===== config.mk =====
export PLATFORM = sky130hd
export DESIGN_NAME = dpcc_arith_flat
export DESIGN_NICKNAME = d
export VERILOG_FILES = /design/src/rtl/core/dpcc_pkg.sv /design/src/rtl/core/dpcc_if.sv /design/src/rtl/core/dpcc_arith.sv /design/src/flat_wrapper.sv
export SDC_FILE = /design/constraint.sdc
export NUM_CORES = 1
export LEC_CHECK = 0
export ABC_AREA = 1
export BUFFER_PORTS_ARGS = -buffer_cell sky130_fd_sc_hd__buf_2
export CAP_MARGIN = 20
export CORE_ASPECT_RATIO = 0.5
export CORE_UTILIZATION = 45
export DETAILED_ROUTE_END_ITERATION = 10
export GPL_TIMING_DRIVEN = 0
export PLACE_DENSITY = 0.61
export SLEW_MARGIN = 20
export SYNTH_ARGS = -nofsm -noshare
export SYNTH_HDL_FRONTEND = slang
export SYNTH_SLANG_ARGS = --single-unit

===== constraint.sdc =====
create_clock -name i_clk -period 18.01 [get_ports i_clk]
set_input_delay 0.9005 -clock i_clk [delete_from_list [all_inputs] [get_ports i_clk]]
set_output_delay 0.9005 -clock i_clk [all_outputs]
set_load 0.005 [all_outputs]

===== src/rtl/core/dpcc_pkg.sv =====
`timescale 1ns / 1ps

package dpcc_pkg;

    // Channel count and derived table geometry
    localparam int NUM_CHANNELS = 16;
    localparam int SEG_N        = 4;
    localparam int CH_IDX_W     = $clog2(NUM_CHANNELS);
    localparam int TBL_DEPTH    = NUM_CHANNELS * SEG_N;
    localparam int TBL_AW       = CH_IDX_W + $clog2(SEG_N);

    // Datapath widths
    localparam int V_W      = 16;
    localparam int RATIO_W  = 24;
    localparam int OFFS_W   = 24;
    localparam int STEP_W   = 16;
    localparam int PROD_W   = V_W + RATIO_W;
    localparam int ADDEND_W = 38;
    localparam int SUM_W    = PROD_W + 1;
    localparam int FRAC_W   = 20;
    localparam int OFFS_SH  = 12;
    localparam int Q_W      = SUM_W - FRAC_W;
    localparam int CODE_W   = 16;

    // Voltage limits and segment knees, millivolts
    localparam logic signed [V_W-1:0] V_MAX   = 16'sd25000;
    localparam logic signed [V_W-1:0] V_MIN   = -16'sd25000;
    localparam logic signed [V_W-1:0] V_KNEE  = 16'sd10000;
    localparam logic signed [V_W-1:0] V_NKNEE = -16'sd10000;

    localparam logic signed [Q_W-1:0] CODE_MAX = 21'sd32767;
    localparam logic signed [Q_W-1:0] CODE_MIN = -21'sd32768;

    localparam logic [4:0] ADDR_BASE = 5'd20;

    // Item modes
    localparam logic MODE_CONVERT = 1'b0;
    localparam logic MODE_CAL     = 1'b1;

    // Calibration slots
    localparam logic [3:0] SLOT_RATIO_LO  = 4'd0;
    localparam logic [3:0] SLOT_RATIO_HI  = 4'd3;
    localparam logic [3:0] SLOT_OFFS_LO   = 4'd4;
    localparam logic [3:0] SLOT_OFFS_HI   = 4'd7;
    localparam logic [3:0] SLOT_ZERO_STEP = 4'd8;
    localparam logic [3:0] SLOT_NEG_STEP  = 4'd9;

    typedef enum logic [1:0] {
        CONV_A    = 2'd0,
        CONV_B    = 2'd1,
        CONV_C    = 2'd2,
        CONV_NONE = 2'd3
    } t_conv;

    typedef enum logic [1:0] {
        SEG_POS_LOW  = 2'd0,
        SEG_POS_HIGH = 2'd1,
        SEG_NEG_LOW  = 2'd2,
        SEG_NEG_HIGH = 2'd3
    } t_seg;

    // Calibration write request
    typedef struct packed {
        logic                 en_ratio;
        logic                 en_offs;
        logic                 en_zs;
        logic                 en_nzs;
        logic [TBL_AW-1:0]    addr;
        logic [CH_IDX_W-1:0]  ch;
        logic [RATIO_W-1:0]   value;
    } t_cal_wr;

    // Calibration lookup request
    typedef struct packed {
        logic                 load;
        logic                 ch_ok;
        logic                 neg;
        logic [CH_IDX_W-1:0]  ch;
        t_seg                 seg;
    } t_cal_rd;

    typedef struct packed {
        logic signed [RATIO_W-1:0] ratio;
        logic signed [OFFS_W-1:0]  offset;
        logic [STEP_W-1:0]         step;
    } t_cal_data;

    // Fields that ride along the pipeline untouched
    typedef struct packed {
        logic signed [V_W-1:0] v;
        t_conv                 conv;
        logic [4:0]            addr;
    } t_side;

    typedef struct packed {
        t_side     side;
        logic      neg;
        t_cal_data cal;
    } t_s1;

endpackage


===== src/rtl/core/dpcc_if.sv =====


interface dpcc_res_if;
    logic               valid;
    logic               ready;
    logic [1:0]         converter_select;
    logic [4:0]         register_address;
    logic [7:0]         code_high;
    logic [7:0]         code_low;
    logic signed [15:0] clamped_mv;
    logic               code_saturated;

    modport source (
        output valid, converter_select, register_address, code_high, code_low,
               clamped_mv, code_saturated,
        input  ready
    );
    modport sink (
        input  valid, converter_select, register_address, code_high, code_low,
               clamped_mv, code_saturated,
        output ready
    );
endinterface


===== src/rtl/core/dpcc_arith.sv =====
`timescale 1ns / 1ps

module dpcc_arith (
    input  logic          i_clk,
    input  logic          i_rst_n,
    input  logic          i_s1_vld,
    input  dpcc_pkg::t_s1 i_s1,
    output logic          o_s1_ready,
    dpcc_res_if.source    o_res
);
    import dpcc_pkg::*;

    logic en2, en3, en4;

    // Stage 2: product and scaled addend
    logic                       r2_vld;
    logic signed [PROD_W-1:0]   r2_prod;
    logic signed [ADDEND_W-1:0] r2_addend;
    t_side                      r2_side;

    // Stage 3: full Q.20 sum
    logic                       r3_vld;
    logic signed [SUM_W-1:0]    r3_sum;
    t_side                      r3_side;

    // Stage 4: output register
    logic                       r4_vld;
    logic [CODE_W-1:0]          r4_code;
    logic                       r4_sat;
    t_side                      r4_side;

    logic signed [ADDEND_W-1:0] offs_sc;
    logic signed [ADDEND_W-1:0] step_sc;
    logic signed [Q_W-1:0]      q_floor;
    logic signed [Q_W-1:0]      q_trunc;
    logic                       frac_nz;

    assign en4        = !r4_vld || o_res.ready;
    assign en3        = !r3_vld || en4;
    assign en2        = !r2_vld || en3;
    assign o_s1_ready = en2;

    assign offs_sc = signed'({{(ADDEND_W - OFFS_W - OFFS_SH){i_s1.cal.offset[OFFS_W-1]}},
                              i_s1.cal.offset, {OFFS_SH{1'b0}}});
    assign step_sc = signed'({{(ADDEND_W - STEP_W - FRAC_W){1'b0}},
                              i_s1.cal.step, {FRAC_W{1'b0}}});

    // Divide by 2^20 toward zero: floor, then bump negatives with a remainder
    assign q_floor = r3_sum[SUM_W-1:FRAC_W];
    assign frac_nz = |r3_sum[FRAC_W-1:0];
    assign q_trunc = q_floor + Q_W'(r3_sum[SUM_W-1] && frac_nz);

    always_ff @(posedge i_clk) begin
        if (!i_rst_n) begin
            r2_vld <= 1'b0;
            r3_vld <= 1'b0;
            r4_vld <= 1'b0;
        end else begin
            if (en2) r2_vld <= i_s1_vld;
            if (en3) r3_vld <= r2_vld;
            if (en4) r4_vld <= r3_vld;
        end
    end

    always_ff @(posedge i_clk) begin
        if (en2) begin
            r2_prod   <= i_s1.side.v * i_s1.cal.ratio;
            r2_addend <= i_s1.neg ? (offs_sc - step_sc) : (offs_sc + step_sc);
            r2_side   <= i_s1.side;
        end
        if (en3) begin
            r3_sum  <= SUM_W'(r2_prod) + SUM_W'(r2_addend);
            r3_side <= r2_side;
        end
        if (en4) begin
            r4_side <= r3_side;
            if (q_trunc > CODE_MAX) begin
                r4_code <= CODE_W'(CODE_MAX);
                r4_sat  <= 1'b1;
            end else if (q_trunc < CODE_MIN) begin
                r4_code <= CODE_W'(CODE_MIN);
                r4_sat  <= 1'b1;
            end else begin
                r4_code <= q_trunc[CODE_W-1:0];
                r4_sat  <= 1'b0;
            end
        end
    end

    assign o_res.valid            = r4_vld;
    assign o_res.converter_select = r4_side.conv;
    assign o_res.register_address = r4_side.addr;
    assign o_res.code_high        = r4_code[CODE_W-1:8];
    assign o_res.code_low         = r4_code[7:0];
    assign o_res.clamped_mv       = r4_side.v;
    assign o_res.code_saturated   = r4_sat;

    a_sat_code: assert property (@(posedge i_clk) disable iff (!i_rst_n)
        r4_vld && r4_sat |-> (r4_code == 16'h7fff || r4_code == 16'h8000))
        else $error("saturated result without a rail code");

    a_clamp: assert property (@(posedge i_clk) disable iff (!i_rst_n)
        r4_vld |-> (r4_side.v <= V_MAX && r4_side.v >= V_MIN))
        else $error("clamped voltage out of range");

    a_unmapped: assert property (@(posedge i_clk) disable iff (!i_rst_n)
        r4_vld && r4_side.conv == CONV_NONE |-> r4_side.addr == ADDR_BASE)
        else $error("unmapped channel with nonbase address");

    a_s2_hold: assert property (@(posedge i_clk) disable iff (!i_rst_n)
        r2_vld && !en3 |=> r2_vld && $stable(r2_prod) && $stable(r2_addend))
        else $error("stage 2 changed while stalled");

endmodule


===== src/flat_wrapper.sv =====
// flat-port wrapper written by rule: the top's interface ports become plain ports
module dpcc_arith_flat import dpcc_pkg::*;
  (i_clk, i_rst_n, i_s1_vld, i_s1, o_s1_ready, o_res_valid, o_res_converter_select, o_res_register_address, o_res_code_high, o_res_code_low, o_res_clamped_mv, o_res_code_saturated, o_res_ready);
  dpcc_res_if o_res_i ();
  input  logic i_clk;
  input  logic i_rst_n;
  input  logic i_s1_vld;
  input  dpcc_pkg::t_s1 i_s1;
  output logic o_s1_ready;
  output wire logic [$bits(o_res_i.valid)-1:0] o_res_valid;
  output wire logic [$bits(o_res_i.converter_select)-1:0] o_res_converter_select;
  output wire logic [$bits(o_res_i.register_address)-1:0] o_res_register_address;
  output wire logic [$bits(o_res_i.code_high)-1:0] o_res_code_high;
  output wire logic [$bits(o_res_i.code_low)-1:0] o_res_code_low;
  output wire logic [$bits(o_res_i.clamped_mv)-1:0] o_res_clamped_mv;
  output wire logic [$bits(o_res_i.code_saturated)-1:0] o_res_code_saturated;
  input wire logic [$bits(o_res_i.ready)-1:0] o_res_ready;
  assign o_res_valid = o_res_i.valid;
  assign o_res_converter_select = o_res_i.converter_select;
  assign o_res_register_address = o_res_i.register_address;
  assign o_res_code_high = o_res_i.code_high;
  assign o_res_code_low = o_res_i.code_low;
  assign o_res_clamped_mv = o_res_i.clamped_mv;
  assign o_res_code_saturated = o_res_i.code_saturated;
  assign o_res_i.ready = o_res_ready;
  dpcc_arith u_core (.i_clk(i_clk), .i_rst_n(i_rst_n), .i_s1_vld(i_s1_vld), .i_s1(i_s1), .o_s1_ready(o_s1_ready), .o_res(o_res_i));
endmodule

==> results_dict.tcl, run 1 <==
set metrics [dict create \
    gp_congestion 0.954 \
    antenna_found_initial 0 \
    firstDrtPassIters 6 \
    postSynth.asyncResetShare 0 \
    reg2regPathDepth 17 \
    postSynthAreaPerCell_um2 8.48 \
    core-area_mm2 0.0538 \
    grt_max_degree 60 \
    via_count 18900 \
    ant_nets 0 \
    yosysWarnings 0 \
    holdCritStartpoint "u_core.r3_side[1]" \
    insertedDiodeCount 0 \
    final_common_cell "inv_1" \
    busiest_layer "met2" \
    port-buffer-count 116 \
    cts_setup_buffers 0 \
    start_util 0.456 \
    rr_startpoint "u_core.r3_sum[1]" \
    synth_nets 3508 \
    synth_flop_cell "edfxtp_1" \
    syn_to_final_growth_pct 8.72 \
    worstSetupPathType "input pin to flip-flop" \
    synth-edff-count 193 \
    cts_hold_buf 0 \
    route.detailed.drc 0 \
    holdPathStages 0 \
    fmax_mhz 130 \
    finalSetupViolCount 0 \
    arrival_ns 7.99 \
    fin_setup_tns_ns 0 \
    synthCells 2894 \
    layout_common_cells "inv_1, nand2_1, fa_1" \
    rsz0062_at_grt "false" \
    worst_pin_slew_ns 0.974 \
    clk_path_buf_depth 2 \
    crit_family "adder cells" \
    netlist_area_mm2 0.0245 \
    routedWlPerCell_um 18.8 \
    critPathRequiredTime_ns 18.30 \
    period_minus_slack_ns 7.71 \
    clkLatencyLatePin_ns 0.44 \
    worst-r2r-setup-slack_ns 14.89 \
    fp.dieW_um 332 \
    track_usage 0.263 \
    dieArea_mm2 0.0555 \
    gr-total-overflow 0 \
    die_h_um 167 \
    drive_gt1_frac 0.0594 \
    final_net_count 3646 \
    wirelength_um 70700 \
    grt_pass1_vias 19300 \
    outcome "completed" \
    dpl.cell_count 3726 \
    io_pins 134 \
    synth-seq-cells 196 \
    cts-root-buf "clkbuf_16" \
    r2r_end "u_core.r4_code[14]" \
    grtUsageMet2 0.429 \
    cts_resized 0 \
    hpwl_um 59000 \
    finalNonFillerCells 3758 \
    yosysSeqAreaShare 0.239 \
    min_to "u_core.o_res.register_address[1]" \
    drt_iter0_drc 1290 \
    use_met3 0.0460 \
    final_area_mm2 0.0267 \
    min_path_type "flip-flop to flip-flop" \
    maxSlewHeadroom 0.351 \
    grtUsageMet1 0.357 \
    crit_fanout 10 \
    post-route-period-util 0.428 \
    critPathBufInv 8 \
    hold_ws_ns 0.412 \
    hold_viol_final 0 \
    drv_cap 0 \
    end_kind "flip-flop" \
    grt_first_pass_wirelength_um 110000 \
    cts_sinks 196 \
    vias_per_cell 5.03 \
    crit_chain "buf_2 > clkbuf_1 > nand2_1 > fa_1 > inv_1 > fa_1 > inv_1 > fa_1 > inv_1 > fa_1 > fa_1 > inv_1 > fa_1 > inv_1 > ha_1 > inv_1 > nor3_1 > nand2_1 > nor3_1 > nand3b_1 > nand3_1 > nand2_1 > nand2_1" \
    cp_slowest_cell "fa_1" \
    ys_types 36 \
    cts_tree "built" \
    num_rows 60 \
    place_area_mm2 0.0261 \
    fin_worst_skew_ns 0.0145 \
    clk_pin_slew_ns 0.07 \
    maxSlewViolCount 0 \
    cts_buffers 17 \
    critPathLaunchType "input pin" \
    cpPeakStageDelay_ns 0.95 \
    htree_num_levels 4 \
]
## cell type report
| cell class | instances | area, um2 |
|---|---|---|
| fillers | 5211 | 27100 |
| well taps | 713 | 892 |
| inverters | 764 | 2870 |
| clock buffers | 19 | 433 |
| repair buffers | 119 | 656 |
| plain buffers | 75 | 300 |
| clock inverters | 13 | 146 |
| multi-input cells | 1859 | 15500 |
| flip-flops and latches | 196 | 5860 |
## Yosys cell counts (10+ instances only)
cell type,n,area [um2]
o21ai_0,53,265
inv_1,762,2860
xor2_1,69,604
nor2_1,166,623
nand2_1,719,2700
nand3_1,76,380
o21bai_1,20,150
nor3_1,16,80.1
a21oi_1,91,455
clkbuf_1,73,274
a21o_1,10,75.1
or2_2,12,75.1
fa_1,376,7530
xnor2_1,27,236
a31oi_1,11,68.8
ha_1,146,1830
nand4_1,20,125
edfxtp_1,193,5800
## how the worst max path moves through the flow
stage,endpoint,depth (start not counted),slack [ns],from
after global routing,u_core.r2_prod[39],23,9.88,i_s1[76]
after CTS,u_core.r2_prod[39],23,10.38,i_s1[76]
after global placement,u_core.r2_prod[39],23,9.98,i_s1[76]
final,u_core.r2_prod[39],23,10.30,i_s1[76]
after floorplan,u_core.r2_prod[39],22,11.49,i_s1[63]
after detailed placement,u_core.r2_prod[39],23,9.93,i_s1[76]
## layer usage
metal | share of wire | vias to the layer above
li1 | - | 8921
met1 | 0.43 | 9258
met2 | 0.46 | 617
met3 | 0.070 | 122
met4 | 0.033 | 0
met5 | 0 | -
## metrics by stage
stage	utilization	setup slack (ns)
5_1_grt	0.496	9.88
3_3_place_gp	0.483	9.98
2_1_floorplan	-	11.49
6_report	0.496	10.30
3_5_place_dp	0.485	9.93
4_1_cts	0.496	10.38
## flip-flops by register name, summed over array words and instances, names as in the netlist
register / flops
u_core.o_res.clamped_mv: 16
u_core.o_res.code_saturated: 1
u_core.o_res.converter_select: 2
u_core.o_res.register_address: 5
u_core.o_res.valid: 1
u_core.r2_addend: 26
u_core.r2_prod: 40
u_core.r2_side: 23
u_core.r2_vld: 1
u_core.r3_side: 23
u_core.r3_sum: 41
u_core.r3_vld: 1
u_core.r4_code: 16
## logic make-up after synthesis
kind of cell,Yosys count,share of synthesized area
AOI/OAI and AO/OA,204,0.0470
DFF,196,0.239
buffers and inverters,839,0.129
adders and majority gates,522,0.381
and+or+nand+nor,1037,0.170
xor gates and xnor gates,96,0.0343
Power of run 1 is left out: the tool's default activity adds up to more than one toggle a clock period on the data nets, which glitch-free logic cannot reach.
==> inputs of run 2 (changes only) <==
--- a/config.mk
+++ b/config.mk
@@ -12,7 +12,7 @@
 export CORE_UTILIZATION = 45
 export DETAILED_ROUTE_END_ITERATION = 10
 export GPL_TIMING_DRIVEN = 0
-export PLACE_DENSITY = 0.61
+export PLACE_DENSITY = 0.63
 export SLEW_MARGIN = 20
 export SYNTH_ARGS = -nofsm -noshare
 export SYNTH_HDL_FRONTEND = slang
==> constraint.sdc (replaced) <==
create_clock -name i_clk -period 6.3 [get_ports i_clk]
set_input_delay 0.315 -clock i_clk [delete_from_list [all_inputs] [get_ports i_clk]]
set_output_delay 0.315 -clock i_clk [all_outputs]
set_load 0.005 [all_outputs]
==> results_dict.tcl, run 2 (synthesized netlist as in run 1, its figures left out) <==
set metrics [dict create \
    die_h_um 167 \
    dieArea_mm2 0.0555 \
    largest-register "u_core.r3_sum" \
    core-area_mm2 0.0538 \
    top_regs "u_core.r3_sum x41, u_core.r2_prod x40, u_core.r2_addend x26" \
    cts-root-buf "clkbuf_16" \
    period_minus_slack_ns 6.16 \
    clk_pin_slew_ns 0.08 \
    cts_buffers 17 \
    ant_nets 0 \
    fin_worst_skew_ns 0.0141 \
    final_net_count 3646 \
    final_common_cell "inv_1" \
    cts_tree "built" \
    critPathLaunchType "input pin" \
    fmax_mhz 162 \
    antenna_found_initial 0 \
    critPathRequiredTime_ns 6.49 \
    wirelength_um 69900 \
    gp_congestion 0.960 \
    grt_pass1_vias 19600 \
    via_count 18900 \
    critPathBufInv 5 \
    cp_slowest_cell "fa_1" \
    num_rows 60 \
    largest_reg_flops 41 \
    hold_ws_ns 0.0431 \
    grt_max_degree 58 \
    cts_sinks 196 \
    crit_family "adder cells" \
    arrival_ns 6.35 \
    worstSetupPathType "input pin to flip-flop" \
    start_util 0.456 \
    gr-total-overflow 0 \
    fp.dieW_um 332 \
    finalSetupViolCount 0 \
    clkLatencyLatePin_ns 0.45 \
    drive_gt1_frac 0.0765 \
    final.fill_count 5138 \
    hold_viol_final 0 \
    min_path_type "input pin to flip-flop" \
    clk_path_buf_depth 2 \
    drt_iter0_drc 1464 \
    drv_cap 0 \
    post-route-period-util 0.978 \
    io_pins 134 \
    track_usage 0.260 \
    rsz0062_at_grt "true" \
    syn_to_final_growth_pct 8.94 \
    hpwl_um 58300 \
    firstDrtPassIters 5 \
    routedWlPerCell_um 18.6 \
    worst_pin_slew_ns 0.708 \
    cp_common_cell "fa_1" \
    port-buffer-count 116 \
    crit_fanout 10 \
    layout_common_cells "inv_1, nand2_1, fa_1" \
    insertedDiodeCount 0 \
    maxSlewViolCount 0 \
    cpPeakStageDelay_ns 0.56 \
    end_kind "flip-flop" \
    crit_chain "clkbuf_1 > clkbuf_1 > nand2_1 > fa_1 > fa_1 > inv_1 > fa_1 > fa_1 > fa_1 > inv_1 > fa_1 > inv_1 > ha_1 > a21oi_1 > o21ai_0 > a21oi_1 > nand2_1 > a21oi_1 > xnor2_1" \
    vias_per_cell 5.04 \
    maxSlewHeadroom 0.528 \
    route.detailed.drc 0 \
    outcome "completed" \
    htree_num_levels 4 \
    grt_first_pass_wirelength_um 110000 \
]
[run 2: changes by cell type in the layout (fill, tap and decap cells not counted), sizes merged]
cell      previous run  this run
bufinv               1         0
buf                121       123
clkbuf              92        89
clkinvlp             3         1
inv                767       771
[run 2: path summary, 6_finish.rpt]
kind                                      end  slack, ns  cells past startpoint              start
max reg2reg                u_core.r4_code[10]       3.17                     17   u_core.r3_sum[2]
min reg2reg  u_core.o_res.register_address[0]       0.42                      0  u_core.r3_side[0]
min                         u_core.r2_side[3]       0.04                      1           i_s1[68]
max                        u_core.r2_prod[20]       0.14                     19           i_s1[42]
[run 2: layer usage]
metal | part of all wire | wire [um] | GRT usage
met5 | 0 | 0 | 0
met3 | 0.072 | 5010 | 0.0430
met2 | 0.46 | 32300 | 0.426
met1 | 0.43 | 30000 | 0.348
met4 | 0.037 | 2610 | 0.101
[run 2: repair_timing]
item                       CTS  global route
pin swaps                    1             0
resized for setup            5            97
buffers inserted             1             0
setup endpoints to repair   11            20
hold buffers                 0             0
cloned                       0             0
[run 2: through the flow]
stage                      util  instance area [um2]  setup slack [ns]  cells  TNS, ns
after global routing      0.497                26700           -0.0147   3758  -0.0147
after detailed placement  0.485                26100             -1.06   3726   -11.46
final                     0.497                26700             0.138   3758        0
after global placement    0.483                26000             -1.04   3723   -11.03
after CTS                 0.496                26700           0.00372   3759        0
after floorplan               -                24500             0.369   2894        0
[run 2: area by class of cell]
cell class | instances | area [um2] | share of cell area
Sequential cell | 196 | 5860 | 0.219
Buffer | 74 | 360 | 0.0135
Clock buffer | 18 | 429 | 0.0160
Tap cell | 713 | 892 | 0.0334
Clock inverter | 14 | 135 | 0.00505
Multi-Input combinational cell | 1859 | 15500 | 0.581
Inverter | 764 | 2870 | 0.107
Timing Repair Buffer | 120 | 663 | 0.0248
Power of run 2 is left out for the same reason.
==> inputs of run 3 (changes only) <==
--- a/config.mk
+++ b/config.mk
@@ -12,7 +12,7 @@
 export CORE_UTILIZATION = 45
 export DETAILED_ROUTE_END_ITERATION = 10
 export GPL_TIMING_DRIVEN = 0
-export PLACE_DENSITY = 0.63
+export PLACE_DENSITY = 0.61
 export SLEW_MARGIN = 20
 export SYNTH_ARGS = -nofsm -noshare
 export SYNTH_HDL_FRONTEND = slang
==> constraint.sdc (replaced) <==
create_clock -name i_clk -period 6 [get_ports i_clk]
set_input_delay 0.3 -clock i_clk [delete_from_list [all_inputs] [get_ports i_clk]]
set_output_delay 0.3 -clock i_clk [all_outputs]
set_load 0.005 [all_outputs]
==> results_dict.tcl, run 3 (synthesized netlist as in run 1, its figures left out) <==
set metrics [dict create \
    outcome "completed" \
    cp_num_cells 23 \
    clk_pin_slew_ns 0.07 \
    cts_buffers 17 \
    post-route-period-util 0.974 \
    cts_tree "built" \
    largest_reg_flops 41 \
    drv_cap 0 \
    place_area_mm2 0.0261 \
    grt_pass1_vias 19300 \
    crit_chain "buf_2 > clkbuf_2 > nand2_1 > fa_1 > inv_1 > fa_1 > inv_1 > fa_1 > inv_1 > fa_1 > fa_1 > inv_1 > fa_1 > inv_1 > ha_1 > nand2_1 > nor2_1 > inv_1 > nor2_1 > nand3_1 > or2_2 > nand4_1 > nand2_1" \
    routedWlPerCell_um 18.8 \
    fin_worst_skew_ns 0.0146 \
    htree_num_levels 4 \
    final_net_count 3647 \
    arrival_ns 6.01 \
    wirelength_um 70700 \
    reg2regPathDepth 17 \
    drt_iter0_drc 1190 \
    syn_to_final_growth_pct 9.48 \
    cts_sinks 196 \
    critPathBufInv 8 \
    clkLatencyLatePin_ns 0.44 \
    vias_per_cell 5.04 \
    rsz0062_at_grt "true" \
    worst_pin_slew_ns 0.775 \
    clk_path_buf_depth 2 \
    core-area_mm2 0.0538 \
    maxSlewHeadroom 0.483 \
    cpPeakStageDelay_ns 0.60 \
    track_usage 0.263 \
    io_pins 134 \
    fmax_mhz 171 \
    critPathLaunchType "input pin" \
    port-buffer-count 116 \
    gp_congestion 0.954 \
    hold_viol_final 0 \
    firstDrtPassIters 5 \
    crit_fanout 10 \
    top_regs "u_core.r3_sum x41, u_core.r2_prod x40, u_core.r2_addend x26" \
    antenna_found_initial 0 \
    ant_nets 0 \
    min_path_type "input pin to flip-flop" \
    cp_slowest_cell "fa_1" \
    route.detailed.drc 0 \
    layout_common_cells "inv_1, nand2_1, fa_1" \
    period_minus_slack_ns 5.84 \
    finalSetupViolCount 0 \
    final_area_mm2 0.0269 \
    holdPathStages 1 \
    die_h_um 167 \
    final_common_cell "inv_1" \
    gr-total-overflow 0 \
    end_kind "flip-flop" \
    drive_gt1_frac 0.0847 \
    fp.dieW_um 332 \
    crit_family "adder cells" \
    critPathRequiredTime_ns 6.17 \
    cts-root-buf "clkbuf_16" \
    maxSlewViolCount 0 \
    hpwl_um 59000 \
    worstSetupPathType "input pin to flip-flop" \
    largest-register "u_core.r3_sum" \
    via_count 18900 \
    grt_max_degree 60 \
    num_rows 60 \
    insertedDiodeCount 0 \
    start_util 0.456 \
    dieArea_mm2 0.0555 \
    grt_first_pass_wirelength_um 110000 \
]
==> run 3: cell types whose count changed in the layout (fill, tap and decap cells not counted), moves of 3 or more <==
cell and change:
clkbuf_1 -15, clkbuf_4 +15, clkbuf_2 -7, buf_2 +5, buf_4 +3, ha_1 -3, inv_6 -3
==> run 3: final timing paths <==
check	start	end	slack, ns
hold / removal	i_s1[69]	u_core.r2_side[4]	0.03
setup reg to reg	u_core.r3_sum[1]	u_core.o_res.code_saturated	2.87
setup / recovery	i_s1[79]	u_core.r2_prod[28]	0.16
hold reg to reg	u_core.r3_side[1]	u_core.o_res.register_address[1]	0.41
==> run 3: cell type report <==
cell class	count	area, um2
Fill cell	5190	27000
Timing Repair Buffer	120	666
Tap cell	713	892
Sequential cell	196	5860
Multi-Input combinational cell	1859	15600
Buffer	75	437
Inverter	764	2870
Clock inverter	13	146
Clock buffer	19	433
==> run 3: routing by layer <==
layer / vias to the layer above / share of wire / track usage
li1: 8920 / - / -
met1: 9231 / 0.43 / 0.357
met2: 662 / 0.46 / 0.432
met3: 125 / 0.073 / 0.0460
met4: 0 / 0.033 / 0.0835
met5: - / 0 / 0
==> run 3: repair_timing <==
action,in CTS,in global routing
gates cloned,0,0
gates resized for setup,54,91
hold buffers,0,0
setup buffers,1,0
pin swaps,1,0
endpoints found under the setup margin,24,22
==> run 3: stage by stage <==
| stage | hold WS [ns] | setup TNS [ns] | setup slack, ns | util | instances |
|---|---|---|---|---|---|
| after floorplan | 0.399 | 0 | 0.0839 | - | 2894 |
| after global placement | 0.401 | -20.58 | -1.43 | 0.483 | 3723 |
| after detailed placement | 0.405 | -21.18 | -1.48 | 0.485 | 3726 |
| after CTS | 0.0114 | 0 | 0.00309 | 0.497 | 3759 |
| after global routing | 0.00537 | -0.0903 | -0.0473 | 0.499 | 3759 |
| final | 0.0332 | 0 | 0.157 | 0.499 | 3759 |
Power of run 3 is left out for the same reason.
